===== src/ihex_pkg.sv =====
// ----------------------------------------------------------------------------
// ihex_pkg
// Shared types and constants of the Intel HEX record parser.
// ----------------------------------------------------------------------------
`timescale 1ns / 1ps

package ihex_pkg;

  localparam int unsigned AddrWidth = 17;
  localparam int unsigned BaseWidth = 16;

  localparam logic [7:0]           ColonChar   = 8'h3A;
  localparam logic [7:0]           ByteMask    = 8'hFF;
  localparam logic [AddrWidth-1:0] LowReset    = {AddrWidth{1'b1}};
  localparam logic [AddrWidth-1:0] HighReset   = '0;

  localparam logic ReqChar  = 1'b0;
  localparam logic ReqBegin = 1'b1;

  localparam logic KindData   = 1'b0;
  localparam logic KindRecord = 1'b1;

  localparam logic CfgIdxLow  = 1'b0;
  localparam logic CfgIdxHigh = 1'b1;

  typedef enum logic [2:0] {
    PH_HUNT  = 3'd0,
    PH_LEN   = 3'd1,
    PH_ADDR  = 3'd2,
    PH_TYPE  = 3'd3,
    PH_DATA  = 3'd4,
    PH_CHECK = 3'd5
  } phase_e;

  typedef struct packed {
    logic                 kind;
    logic [AddrWidth-1:0] write_address;
    logic [7:0]           write_byte;
    logic                 checksum_bad;
    logic [BaseWidth-1:0] record_base;
    logic [AddrWidth-1:0] lowest_start;
    logic [AddrWidth-1:0] highest_end;
  } result_t;

  typedef struct packed {
    logic       is_hex;
    logic [3:0] nibble;
  } hex_digit_t;

endpackage


===== src/intel_hex_record_parser.sv =====
// ----------------------------------------------------------------------------
// intel_hex_record_parser
// Intel HEX text parser emitting data byte writes and record summaries.
// ----------------------------------------------------------------------------
// Takes one character or begin-file request per cycle unless the output
// stalls, fully pipelined: the item is captured in an input register,
// decoded by one pass of record logic and its result, if any, is written
// to the output register. The input side stalls only while the output
// register holds a result that the consumer has not taken. Register writes
// are always taken and apply at the next begin-file request.
`timescale 1ns / 1ps

module intel_hex_record_parser
  import ihex_pkg::*;
(
  input  logic                 clk_i,
  input  logic                 rst_ni,

  input  logic                 cfg_valid_i,
  output logic                 cfg_ready_o,
  input  logic                 cfg_index_i,
  input  logic [AddrWidth-1:0] cfg_data_i,

  input  logic                 in_valid_i,
  output logic                 in_ready_o,
  input  logic                 req_type_i,
  input  logic [7:0]           char_byte_i,

  output logic                 out_valid_o,
  input  logic                 out_ready_i,
  output logic                 result_kind_o,
  output logic [AddrWidth-1:0] write_address_o,
  output logic [7:0]           write_byte_o,
  output logic                 checksum_bad_o,
  output logic [BaseWidth-1:0] record_base_o,
  output logic [AddrWidth-1:0] lowest_start_o,
  output logic [AddrWidth-1:0] highest_end_o
);

  logic [AddrWidth-1:0] init_low_q;
  logic [AddrWidth-1:0] init_high_q;

  logic       in_valid_q;
  logic       in_req_q;
  logic [7:0] in_char_q;

  logic       out_valid_q;
  result_t    out_q;

  logic       advance;
  logic       res_valid;
  result_t    res;

  assign cfg_ready_o = 1'b1;
  assign advance     = in_valid_q && (!out_valid_q || out_ready_i);
  assign in_ready_o  = !in_valid_q || advance;

  always_ff @(posedge clk_i or negedge rst_ni) begin
    if (!rst_ni) begin
      init_low_q  <= LowReset;
      init_high_q <= HighReset;
    end else if (cfg_valid_i && cfg_ready_o) begin
      case (cfg_index_i)
        CfgIdxLow:  init_low_q  <= cfg_data_i;
        CfgIdxHigh: init_high_q <= cfg_data_i;
        default:    init_low_q  <= init_low_q;
      endcase
    end
  end

  always_ff @(posedge clk_i or negedge rst_ni) begin
    if (!rst_ni) begin
      in_valid_q <= 1'b0;
    end else if (in_ready_o) begin
      in_valid_q <= in_valid_i;
    end
  end

  always_ff @(posedge clk_i) begin
    if (in_valid_i && in_ready_o) begin
      in_req_q  <= req_type_i;
      in_char_q <= char_byte_i;
    end
  end

  ihex_parse_core u_parse_core (
    .clk_i       (clk_i),
    .rst_ni      (rst_ni),
    .advance_i   (advance),
    .req_type_i  (in_req_q),
    .char_byte_i (in_char_q),
    .init_low_i  (init_low_q),
    .init_high_i (init_high_q),
    .res_valid_o (res_valid),
    .res_o       (res)
  );

  always_ff @(posedge clk_i or negedge rst_ni) begin
    if (!rst_ni) begin
      out_valid_q <= 1'b0;
    end else if (advance) begin
      out_valid_q <= res_valid;
    end else if (out_ready_i) begin
      out_valid_q <= 1'b0;
    end
  end

  always_ff @(posedge clk_i) begin
    if (advance) begin
      out_q <= res;
    end
  end

  assign out_valid_o     = out_valid_q;
  assign result_kind_o   = out_q.kind;
  assign write_address_o = out_q.write_address;
  assign write_byte_o    = out_q.write_byte;
  assign checksum_bad_o  = out_q.checksum_bad;
  assign record_base_o   = out_q.record_base;
  assign lowest_start_o  = out_q.lowest_start;
  assign highest_end_o   = out_q.highest_end;

`ifndef SYNTHESIS
  a_data_fields_clear: assert property (@(posedge clk_i) disable iff (!rst_ni)
    out_valid_o && result_kind_o == KindData |->
      !checksum_bad_o && record_base_o == '0 && lowest_start_o == '0 && highest_end_o == '0)
    else $error("data transfer carries record summary fields");

  a_record_fields_clear: assert property (@(posedge clk_i) disable iff (!rst_ni)
    out_valid_o && result_kind_o == KindRecord |-> write_address_o == '0 && write_byte_o == '0)
    else $error("record transfer carries data write fields");

  a_ready_when_empty: assert property (@(posedge clk_i) disable iff (!rst_ni)
    !out_valid_q |-> in_ready_o)
    else $error("input stalled with an empty output register");
`endif

endmodule


===== src/ihex_hex_decode.sv =====
// ----------------------------------------------------------------------------
// ihex_hex_decode
// Classifies one ASCII character as a hex digit and gives its value.
// ----------------------------------------------------------------------------
`timescale 1ns / 1ps

module ihex_hex_decode
  import ihex_pkg::*;
(
  input  logic [7:0] char_i,
  output hex_digit_t digit_o
);

  always_comb begin
    digit_o = '0;
    if (char_i >= 8'h30 && char_i <= 8'h39) begin
      digit_o.is_hex = 1'b1;
      digit_o.nibble = 4'(char_i - 8'h30);
    end else if (char_i >= 8'h61 && char_i <= 8'h66) begin
      digit_o.is_hex = 1'b1;
      digit_o.nibble = 4'(char_i - 8'h57);
    end else if (char_i >= 8'h41 && char_i <= 8'h46) begin
      digit_o.is_hex = 1'b1;
      digit_o.nibble = 4'(char_i - 8'h37);
    end
  end

endmodule


===== src/ihex_parse_core.sv =====
// ----------------------------------------------------------------------------
// ihex_parse_core
// Record state machine: field assembly, checksum, address trackers.
// ----------------------------------------------------------------------------
`timescale 1ns / 1ps

module ihex_parse_core
  import ihex_pkg::*;
(
  input  logic                 clk_i,
  input  logic                 rst_ni,
  input  logic                 advance_i,
  input  logic                 req_type_i,
  input  logic [7:0]           char_byte_i,
  input  logic [AddrWidth-1:0] init_low_i,
  input  logic [AddrWidth-1:0] init_high_i,
  output logic                 res_valid_o,
  output result_t              res_o
);

  phase_e               phase_q, phase_d;
  logic [1:0]           digit_count_q, digit_count_d;
  logic [15:0]          field_value_q, field_value_d;
  logic                 field_stopped_q, field_stopped_d;
  logic [7:0]           bytes_left_q, bytes_left_d;
  logic [BaseWidth-1:0] base_address_q, base_address_d;
  logic [AddrWidth-1:0] next_address_q, next_address_d;
  logic [7:0]           byte_sum_q, byte_sum_d;
  logic [AddrWidth-1:0] low_tracker_q, low_tracker_d;
  logic [AddrWidth-1:0] high_tracker_q, high_tracker_d;

  hex_digit_t  digit;
  logic [15:0] field_new;
  logic        stopped_new;
  logic        field_last;
  logic [7:0]  bytes_dec;
  logic [7:0]  sum_check;

  ihex_hex_decode u_hex_decode (
    .char_i  (char_byte_i),
    .digit_o (digit)
  );

  always_comb begin
    field_new   = field_value_q;
    stopped_new = field_stopped_q;
    if (!field_stopped_q) begin
      if (digit.is_hex) begin
        field_new = {field_value_q[11:0], digit.nibble};
      end else begin
        stopped_new = 1'b1;
      end
    end
    field_last = (phase_q == PH_ADDR) ? (digit_count_q == 2'd3) : (digit_count_q != 2'd0);
    bytes_dec  = bytes_left_q - 8'd1;
    sum_check  = byte_sum_q + field_new[7:0];
  end

  always_comb begin
    phase_d         = phase_q;
    digit_count_d   = digit_count_q;
    field_value_d   = field_value_q;
    field_stopped_d = field_stopped_q;
    bytes_left_d    = bytes_left_q;
    base_address_d  = base_address_q;
    next_address_d  = next_address_q;
    byte_sum_d      = byte_sum_q;
    low_tracker_d   = low_tracker_q;
    high_tracker_d  = high_tracker_q;

    if (req_type_i == ReqBegin) begin
      phase_d         = PH_HUNT;
      digit_count_d   = '0;
      field_value_d   = '0;
      field_stopped_d = 1'b0;
      bytes_left_d    = '0;
      base_address_d  = '0;
      next_address_d  = '0;
      byte_sum_d      = '0;
      low_tracker_d   = init_low_i;
      high_tracker_d  = init_high_i;
    end else begin
      case (phase_q)
        PH_LEN, PH_ADDR, PH_TYPE, PH_DATA, PH_CHECK: begin
          if (!field_last) begin
            digit_count_d   = digit_count_q + 2'd1;
            field_value_d   = field_new;
            field_stopped_d = stopped_new;
          end else begin
            digit_count_d   = '0;
            field_value_d   = '0;
            field_stopped_d = 1'b0;
            case (phase_q)
              PH_LEN: begin
                bytes_left_d = field_new[7:0];
                byte_sum_d   = sum_check;
                phase_d      = PH_ADDR;
              end
              PH_ADDR: begin
                base_address_d = field_new;
                next_address_d = {1'b0, field_new};
                byte_sum_d     = byte_sum_q + field_new[15:8] + field_new[7:0];
                phase_d        = PH_TYPE;
              end
              PH_TYPE: begin
                byte_sum_d = sum_check;
                if (field_new[7:0] != 8'd0) begin
                  phase_d = PH_HUNT;
                end else if (bytes_left_q == 8'd0) begin
                  phase_d = PH_CHECK;
                end else begin
                  phase_d = PH_DATA;
                end
              end
              PH_DATA: begin
                next_address_d = next_address_q + AddrWidth'(1);
                byte_sum_d     = sum_check;
                bytes_left_d   = bytes_dec;
                if (bytes_dec == 8'd0) begin
                  phase_d = PH_CHECK;
                end
              end
              default: begin
                byte_sum_d = sum_check;
                if (low_tracker_q > {1'b0, base_address_q}) begin
                  low_tracker_d = {1'b0, base_address_q};
                end
                if (high_tracker_q < next_address_q) begin
                  high_tracker_d = next_address_q;
                end
                phase_d = PH_HUNT;
              end
            endcase
          end
        end
        default: begin
          if (char_byte_i == ColonChar) begin
            phase_d         = PH_LEN;
            digit_count_d   = '0;
            field_value_d   = '0;
            field_stopped_d = 1'b0;
            byte_sum_d      = '0;
          end else begin
            phase_d = PH_HUNT;
          end
        end
      endcase
    end
  end

  always_comb begin
    res_valid_o = 1'b0;
    res_o       = '0;
    if (req_type_i == ReqChar && field_last) begin
      case (phase_q)
        PH_DATA: begin
          res_valid_o         = 1'b1;
          res_o.kind          = KindData;
          res_o.write_address = next_address_q;
          res_o.write_byte    = field_new[7:0] & ByteMask;
        end
        PH_CHECK: begin
          res_valid_o        = 1'b1;
          res_o.kind         = KindRecord;
          res_o.checksum_bad = (sum_check != 8'd0);
          res_o.record_base  = base_address_q;
          res_o.lowest_start = low_tracker_d;
          res_o.highest_end  = high_tracker_d;
        end
        default: begin
          res_valid_o = 1'b0;
        end
      endcase
    end
  end

  always_ff @(posedge clk_i or negedge rst_ni) begin
    if (!rst_ni) begin
      phase_q         <= PH_HUNT;
      digit_count_q   <= '0;
      field_value_q   <= '0;
      field_stopped_q <= 1'b0;
      bytes_left_q    <= '0;
      base_address_q  <= '0;
      next_address_q  <= '0;
      byte_sum_q      <= '0;
      low_tracker_q   <= LowReset;
      high_tracker_q  <= HighReset;
    end else if (advance_i) begin
      phase_q         <= phase_d;
      digit_count_q   <= digit_count_d;
      field_value_q   <= field_value_d;
      field_stopped_q <= field_stopped_d;
      bytes_left_q    <= bytes_left_d;
      base_address_q  <= base_address_d;
      next_address_q  <= next_address_d;
      byte_sum_q      <= byte_sum_d;
      low_tracker_q   <= low_tracker_d;
      high_tracker_q  <= high_tracker_d;
    end
  end

`ifndef SYNTHESIS
  a_begin_to_hunt: assert property (@(posedge clk_i) disable iff (!rst_ni)
    advance_i && req_type_i == ReqBegin |=> phase_q == PH_HUNT && byte_sum_q == 8'd0)
    else $error("begin-file did not return the parser to colon hunting");

  a_record_end_to_hunt: assert property (@(posedge clk_i) disable iff (!rst_ni)
    advance_i && res_valid_o && res_o.kind == KindRecord |=> phase_q == PH_HUNT)
    else $error("parser left record end in a field phase");

  a_phase_known: assert property (@(posedge clk_i) disable iff (!rst_ni)
    phase_q <= PH_CHECK)
    else $error("parser entered an unused phase code");
`endif

endmodule

===== config.mk =====
export PLATFORM = sky130hd
export DESIGN_NAME = intel_hex_record_parser
export DESIGN_NICKNAME = d
export VERILOG_FILES = /design/src/ihex_pkg.sv /design/src/intel_hex_record_parser.sv /design/src/ihex_hex_decode.sv /design/src/ihex_parse_core.sv
export SDC_FILE = /design/constraint.sdc
export NUM_CORES = 1
export LEC_CHECK = 0
export BUFFER_PORTS_ARGS = -buffer_cell sky130_fd_sc_hd__buf_2
export CAP_MARGIN = 25
export CORE_ASPECT_RATIO = 0.9
export CORE_UTILIZATION = 50
export CTS_BUF_LIST = sky130_fd_sc_hd__clkbuf_2 sky130_fd_sc_hd__clkbuf_4 sky130_fd_sc_hd__clkbuf_8
export CTS_CLUSTER_SIZE = 8
export DETAILED_ROUTE_END_ITERATION = 12
export PLACE_DENSITY = 0.7
export SYNTH_ARGS = -nofsm -noshare
export SYNTH_HDL_FRONTEND = slang
export SYNTH_SLANG_ARGS = --single-unit

===== constraint.sdc =====
create_clock -name clk_i -period 4.6 [get_ports clk_i]
set_input_delay 0.92 -clock clk_i [delete_from_list [all_inputs] [get_ports clk_i]]
set_output_delay 0.92 -clock clk_i [all_outputs]
set_load 0.01 [all_outputs]

### Yosys cells after proc, flatten, opt, wreduce, memory -nomap -nowiden

Index checks and enable logic that the tools add are counted.

* output and inout bits: 80
* register bits after elaboration: 227

* reductions and logical operators: 35
* equality and inequality tests: 9
* order comparisons: 8
* multiplexer cells: 60
* bitwise operators: 2
* $add $sub $neg: 9

Operators by type and width (count)
* $mux 17: 13
* $mux 16: 10
* $mux 8: 8
* $pmux 17 s2: 1
* $add 8x8->8: 3
* $add 17x1->17 const B: 1
* $gt 17x16->1: 1
* $lt 17x17->1: 1
* $ge 8x7->1 const B: 2
* $le 8x7->1 const B: 2
* $logic_not 8->1: 2
* $pmux 8 s2: 1
* $reduce_bool 8->1: 2
* $mux 3: 5
* $mux 5: 3
* $mux 1: 14
* $pmux 3 s4: 1
* $reduce_and 4->1: 3
* $reduce_and 2->1: 5
* $reduce_bool 2->1: 5
* $reduce_bool 3->1: 3
* $eq 8x6->1 const B: 1
* $ge 8x6->1 const B: 1
* $le 8x6->1 const B: 1
* 19 further kinds: 34

### Longest topological paths before layout

Gate-level depths: netlist of run 1.

* depth in word-level cells: 13
* mapped depth: 20
* gate-level depth less buffers: 19

### Modules after synthesis

A second synthesis of run 1 with hierarchy kept.

* cell total of the unflattened synthesis: 1129
* area, all modules: 12062.8 um^2

Modules (own cells, without submodules)
* ihex_parse_core: instances 1, cells each 934, area an instance 7818.7 um^2
* intel_hex_record_parser: instances 1, cells each 170, area an instance 4027.6 um^2
* ihex_hex_decode: instances 1, cells each 25, area an instance 216.5 um^2

### Least setup slack after synthesis of run 1

Ideal clock, no wire load.

* path kind: input to register
* start point: input out_ready_i
* end point: register out_q (netlist bit checksum_bad_o), enable pin
* arrival: 3884 ps
* setup time: 471 ps
* stages: 5
* path buffers: 2
* required time: 4129 ps
* setup slack: 244 ps
* cells stage by stage: nand2b_1 nand2_1 inv_1 clkbuf_1 buf_1

* longest elaborated chain between the ends: 2

RTL lines
* from (decl): line intel_hex_record_parser.sv:30 `input logic out_ready_i,`
* $logic_or 1x1->1: line intel_hex_record_parser.sv:55 `assign advance = in_valid_q && (!out_valid_q || out_ready_i);`
* $logic_and 1x1->1: line intel_hex_record_parser.sv:55
* named net advance: line intel_hex_record_parser.sv:50 `logic advance;`
* to (signal assigned): line intel_hex_record_parser.sv:110 `out_q <= res;`
* to (decl): line intel_hex_record_parser.sv:48 `result_t out_q;`

The timed path passes the listed nets, and every way through them passes these cells.
A chain may end at the register's enable or synchronous reset.

### Final worst setup path of run 1

* start point: register in_char_q[0]
* end point: register u_parse_core.byte_sum_q[7]

* longest elaborated chain between the ends: 13

RTL lines
* from (decl): line intel_hex_record_parser.sv:45 `logic [7:0] in_char_q;`
* from (signal assigned): line intel_hex_record_parser.sv:82 `in_char_q <= char_byte_i;`
* $ge 8x7->1 / $le 8x7->1 (equally long branches): line ihex_hex_decode.sv:22 `end else if (char_i >= 8'h41 && char_i <= 8'h46) begin`
* $logic_and 1x1->1: line ihex_hex_decode.sv:22
* $mux 5: line ihex_hex_decode.sv:22
* $mux 5: line ihex_hex_decode.sv:19 `end else if (char_i >= 8'h61 && char_i <= 8'h66) begin`
* $mux 5: line ihex_hex_decode.sv:16 `if (char_i >= 8'h30 && char_i <= 8'h39) begin`
* $mux 16: line ihex_parse_core.sv:48 `if (digit.is_hex) begin`
* $mux 16: line ihex_parse_core.sv:47 `if (!field_stopped_q) begin`
* $add 8x8->8 (2 in a row): line ihex_parse_core.sv:102 `byte_sum_d = byte_sum_q + field_new[15:8] + field_new[7:0];`
* $mux 8: line ihex_parse_core.sv:93 `case (phase_q)`
* $mux 8: line ihex_parse_core.sv:85 `if (!field_last) begin`
* $mux 8: line ihex_parse_core.sv:83 `case (phase_q)`
* $mux 8: line ihex_parse_core.sv:71 `if (req_type_i == ReqBegin) begin`
* to (signal assigned): line ihex_parse_core.sv:197 `byte_sum_q <= byte_sum_d;`
* to (decl): line ihex_parse_core.sv:28 `logic [7:0] byte_sum_q, byte_sum_d;`

Several ways; a longest one is shown, not always the timed one. The select of a mux whose other input is x is not followed.

==> results of run 1 <==
-- power by group through the flow --
stage	logic, mW	registers, mW	clock network [mW]
2_1_floorplan	0.362	2.40	0
3_3_place_gp	0.516	2.43	0
3_5_place_dp	0.533	2.43	0
4_1_cts	0.538	2.40	1.96
5_1_grt	0.606	2.42	2.05
6_report	0.538	2.40	1.93
-- routing by layer --
layer,up-vias,wire length (um)
li1,4477,-
met1,4642,13900
met5,-,0
met4,0,825
met3,64,2660
met2,404,14300
-- path summary, 6_finish.rpt --
check | from | endpoint | slack (ps)
min in group clk_i | u_parse_core.field_value_q[13] | u_parse_core.field_value_q[13] | 500
worst min-delay path | rst_ni | u_parse_core.byte_sum_q[2] | 420
max in group asynchronous | rst_ni | init_low_q[8] | 3220
worst max register to register | in_char_q[0] | u_parse_core.byte_sum_q[7] | 310
worst min register to register | u_parse_core.field_value_q[13] | u_parse_core.field_value_q[13] | 500
worst max-delay path | in_char_q[0] | u_parse_core.byte_sum_q[7] | 310
-- worst register-to-register path: stages, from the launching register on --
cell      delay [ps]
edfxtp_1         460
inv_1            190
ha_1             210
o21bai_1          90
a21o_1           240
a21oi_2          130
buf_4            210
mux2i_1          300
inv_1            120
fa_1             530
inv_1             70
fa_1             430
nor2b_1          220
nor3_1           100
o21bai_1         160
a21oi_1           90
xnor3_1          200
or4_1            400
nand3_1           90
-- layout by cell type, fill, tap and decap left out, drive strengths merged, types with 31 or more instances in the layout --
cell type / Yosys / layout
nor3: 50 / 50
edfxtp: 86 / 86
a31oi: 31 / 31
clkbuf: 51 / 64
a21oi: 50 / 50
buf: 19 / 139
o21ai: 94 / 94
dfrtp: 107 / 107
inv: 88 / 89
nor2: 123 / 123
nand2: 77 / 77
mux2: 38 / 38
nand3: 33 / 33
dfstp: 34 / 34
mux2i: 31 / 31
ha: 54 / 54
-- area by class of cell --
class	count	area (um^2)
Tap cell	302	378
Sequential cell	227	6150
Multi-Input combinational cell	794	5330
Inverter	88	333
Fill cell	1986	9700
Timing Repair Buffer	139	827
Clock buffer	64	774
Clock inverter	7	51.3
-- cells by family after synthesis --
family,after synthesis,synth area share
AOI/OAI and AO/OA,287,0.152
and+or+nand+nor,360,0.144
buffers and inverters,158,0.0517
xor gates and xnor gates,13,0.0106
DFF,227,0.509
other,2,0.000621
muxes,69,0.0614
adders and majority gates,63,0.0708
-- sequential cells by signal (all words and copies together) (netlist names), 16 cells and up --
register	flops
record_base_o	16
u_parse_core.next_address_q	17
write_address_o	17
u_parse_core.high_tracker_q	17
u_parse_core.low_tracker_q	17
init_high_q	17
u_parse_core.field_value_q	16
lowest_start_o	17
highest_end_o	17
init_low_q	17
u_parse_core.base_address_q	16
==> reports/metrics.csv, run 1 <==
metric,value,unit
synthesized instance count,1179,
met1 global-route usage,0.366,
internal power,3.59,mW
crit path max fanout,11,
synthesized cell area,12100,um^2
Clock Sinks,227,
Cell Rows,53,
die height,150,um
Worst Hold Slack,420,ps
H-Tree Depth,2,
Ys Warns,0,
clk_lat worst skew,560,ps
CTS Hold Bufs,0,
DRC Markers,10,
period utilization,0.933,
Placed Instance Area,12900,um^2
"Slowest-stage cell, CP",fa_1,
"Design Area, Final",13800,um^2
total grt overflow,0,
Place WS,344,ps
worst-margin pin slew,1010,ps
clock group share of total power,0.396,
clk buf depth,3,
"area leader, netlist",dfrtp_1,
Clock transition at path regs,60,ps
GRT Total Usage,0.259,
Initial DRT Pass Iterations,11,
Pins Over Slew Limit,0,
failing checks,design-rule violations,
Tmin final,4290,ps
worst hold-check path type,input port to async pin,
drt wl/cell,19.5,um
"count leader, synth",nor2_1,
final setup fails,0,
DP Cell Count,1546,
Buf/Inv on CP,4,
Core ar.,23500,um^2
P_leak,5.80,nW
CP peak stage delay,530,ps
crit-path leading delay family,adder cells,
I/O Pins,112,
synthesized area per cell,10.3,um^2
clk root buf,clkbuf_8,
DR vias,9587,
"flops & latches, synth",227,
Max-cap violations,0,
CP cell instances,"inv_1, ha_1, o21bai_1, a21o_1, a21oi_2, buf_4, mux2i_1, inv_1, fa_1, inv_1, fa_1, nor2b_1, nor3_1, o21bai_1, a21oi_1, xnor3_1, or4_1, nand3_1",
GRT busiest layer,met2,
Sw Share,0.263,
"EDFF count, synth",86,
CTS tree,yes,
Fin Setup TNS,0,ps
RSZ-0062 raised after global routing,false,
pin count of the biggest net entering global routing,94,
Total Wirelength,31700,um
"Setup Fix Bufs, Post-CTS",0,
status,"finished, violations left",
first-pass GRT wire length,50000,um
Net Switching,1.28,mW
drt via density,5.91,
total power,4.87,mW
slew margin rel.,0.323,
Initial DRC Count,1075,
syn_nets,1274,
pwr/cell area,352,nW/um^2
Final Wtd Congestion,0.917,
Inserted Clock Buffers,39,
most instantiated cells after synthesis,"nor2_1, dfrtp_1, inv_1, o21ai_0, edfxtp_1",
IO buf count,110,
ys flop type,dfrtp_1,
top cell type's share of synthesized area,0.221,
Synth area leaders,"dfrtp_1, edfxtp_1, dfstp_2, ha_1, nor2_1",
initial antenna violation count,0,
DIE WIDTH,166,um
Ant. Diodes,0,
P&R area growth vs syn,14.5,%
Final Skew,26.3,ps
CP startpoint kind,flip-flop,
final worst slack,306,ps
hpwl dp,21500,um
CTS resizes,0,
Final ANT Viol Nets,0,
Finished Core Util,0.588,
Max Fclk,233,MHz
r2r worst-path depth,18,
Nets,1384,
Fin. Hold Viols,0,
Initial Util,0.514,
Seq pwr share,0.494,
Setup crit end kind,flip-flop,
"Distinct cells, synth",72,
Critical Path RT,5090,ps
peak supply drop,0.226,mV
WP data arrival,4780,ps
share of post-route cells with drive strength above 1,0.235,
critical path's most frequent cell,inv_1,
Gate power share,0.111,
met2 Use GR,0.396,
die area,24800,um^2
Worst path depth,18,
Setup CP Type,flip-flop to flip-flop,
async set or reset register ratio after synthesis,0.621,
fin cells,1621,
post-synthesis sequential area ratio,0.509,
vias in the first global route,9080,
GR Layer Usage met3,0.0563,
Note: power is estimated with default switching activity, not from simulation.
==> run 2, diff against run 1 <==
--- a/config.mk
+++ b/config.mk
@@ -5,14 +5,15 @@
 export SDC_FILE = /design/constraint.sdc
 export NUM_CORES = 1
 export LEC_CHECK = 0
-export BUFFER_PORTS_ARGS = -buffer_cell sky130_fd_sc_hd__buf_2
 export CAP_MARGIN = 25
 export CORE_ASPECT_RATIO = 0.9
 export CORE_UTILIZATION = 50
 export CTS_BUF_LIST = sky130_fd_sc_hd__clkbuf_2 sky130_fd_sc_hd__clkbuf_4 sky130_fd_sc_hd__clkbuf_8
 export CTS_CLUSTER_SIZE = 8
 export DETAILED_ROUTE_END_ITERATION = 12
-export PLACE_DENSITY = 0.7
+export DONT_BUFFER_PORTS = 1
+export PLACE_DENSITY = 0.66
+export SLEW_MARGIN = 25
 export SYNTH_ARGS = -nofsm -noshare
 export SYNTH_HDL_FRONTEND = slang
 export SYNTH_SLANG_ARGS = --single-unit
==> reports/metrics.csv, run 2 (synthesis gave the netlist of run 1 again) <==
metric,value,unit,change
Cell Rows,53,,unchanged
Tmin final,4250,ps,-48.3 ps
reg-to-reg endpoint,u_parse_core.byte_sum_q[7],,
Initial Util,0.514,,unchanged
RSZ-0062 raised after global routing,false,,
slew margin rel.,0.335,,+0.0118
Inserted Clock Buffers,40,,+2.6%
GRT Total Usage,0.251,,-0.00761
Setup CP Type,flip-flop to flip-flop,,
CP Launch Point,in_char_q[0],,
period utilization,0.923,,-0.0105
Core ar.,23500,um^2,unchanged
worst reg2reg startpoint,in_char_q[0],,
r2r worst-path depth,18,,unchanged
final setup fails,0,,unchanged
Place WS,350,ps,+5.18 ps
I/O Pins,112,,unchanged
Fin. Hold Viols,0,,unchanged
clk_lat worst skew,550,ps,about the same
vias in the first global route,8713,,-4.0%
DR vias,9131,,-4.8%
WP data arrival,4730,ps,-50 ps
worst hold-check path type,input port to async pin,,
crit path max fanout,11,,unchanged
Setup crit end,u_parse_core.byte_sum_q[7],,
pin count of the biggest net entering global routing,142,,+51%
Critical Path RT,5080,ps,about the same
Setup crit end kind,flip-flop,,
initial antenna violation count,0,,unchanged
total grt overflow,0,,unchanged
die area,24800,um^2,unchanged
Clock Sinks,227,,unchanged
Max-cap violations,0,,unchanged
first-pass GRT wire length,48500,um,-3.0%
Final ANT Viol Nets,0,,unchanged
"Setup Fix Bufs, Post-CTS",0,,unchanged
die height,150,um,unchanged
Final Skew,20.1,ps,-6.19 ps
clk buf depth,3,,unchanged
status,"finished, violations left",,
most frequent cells in the layout,"nor2_1, dfrtp_1, o21ai_0",,
share of post-route cells with drive strength above 1,0.166,,-0.0692
flop-to-flop setup slack,350,ps,+50 ps
Total Wirelength,30500,um,-3.6%
IO buf count,0,,-100%
Nets,1269,,-8.3%
drt via density,6.06,,+2.4%
peak supply drop,0.204,mV,-9.8%
DRC Markers,9,,-1
"commonest non-fill, non-tap cell in the layout",nor2_1,,
Pins Over Slew Limit,0,,unchanged
Initial DRC Count,888,,-17%
final worst slack,355,ps,+48.3 ps
Finished Core Util,0.562,,-0.0263
hpwl dp,20700,um,-4.0%
Final Wtd Congestion,0.893,,-2.6%
Fin Setup TNS,0,ps,unchanged
Max Fclk,236,MHz,+1.1%
P_leak,5.30,nW,-8.7%
Ant. Diodes,0,,unchanged
CP startpoint kind,flip-flop,,
CTS Hold Bufs,0,,unchanged
Clock transition at path regs,60,ps,about the same
clk root buf,clkbuf_8,,
failing checks,design-rule violations,,
Initial DRT Pass Iterations,10,,-1
drt wl/cell,20.3,um,+3.6%
CTS tree,yes,,
pwr/cell area,367,nW/um^2,+4.5%
worst-margin pin slew,995,ps,-17.7 ps
H-Tree Depth,2,,unchanged
DIE WIDTH,166,um,unchanged
P&R area growth vs syn,9.37,%,
[run 2: changes by cell type in the layout (fill, tap and decap cells not counted), sizes merged]
cell,before,now
clkbuf,64,70
clkinv,5,2
bufinv,0,1
buf,139,23
clkinvlp,1,0
[run 2: layout make-up]
class | instances | area (um^2)
inverters | 88 | 333
clock buffers | 70 | 807
flip-flops and latches | 227 | 6150
clock inverters | 4 | 48.8
repair buffers | 23 | 173
multi-input cells | 794 | 5330
fillers | 2048 | 10300
well taps | 302 | 378
[run 2: what timing repair did]
action	CTS	global route
endpoints found under the setup margin	0	1
resized for setup	0	1
hold endpoints to repair	0	0
[run 2: how the worst min path moves through the flow]
stage / start / end / slack, ps
floorplan: u_parse_core.field_value_q[12] / u_parse_core.field_value_q[12] / 450
global placement: u_parse_core.field_value_q[12] / u_parse_core.field_value_q[12] / 470
detailed placement: u_parse_core.field_value_q[12] / u_parse_core.field_value_q[12] / 470
CTS: rst_ni / init_high_q[4] / 30
global route: rst_ni / init_high_q[10] / 40
finish: rst_ni / init_high_q[5] / 70
[run 2: critical path: stages, from the launching register on]
cell      delay, ps
edfxtp_1        480
inv_2           150
ha_1            210
o21bai_1         80
a21o_1          240
a21oi_2         130
buf_4           200
buf_4           240
mux2i_1         240
inv_1            70
fa_1            440
ha_1            330
nor2b_1         160
nor3_1          200
o21bai_1        110
a21oi_1         160
xnor3_1         240
or4_1           410
nand3_1          90
[run 2: layer usage]
| layer | global-route usage | wire length, um |
|---|---|---|
| met1 | 0.346 | 13700 |
| met2 | 0.382 | 13500 |
| met3 | 0.0693 | 2540 |
| met4 | 0.0850 | 745 |
| met5 | 0.0198 | 68 |
[run 2: stage by stage]
stage	total power, mW	cell area, um^2	hold slack, ps	cells
floorplan	2.76	12100	449	1179
global placement	2.88	12400	471	1434
detailed placement	2.90	12400	474	1434
CTS	4.90	13200	34.4	1508
global route	5.07	13200	44.6	1508
finish	4.86	13200	67.5	1508
[run 2: power breakdown]
group	internal (mW)	switching (mW)
logic	0.213	0.240
registers	2.28	0.141
clock network	1.15	0.832
total	3.65	1.21
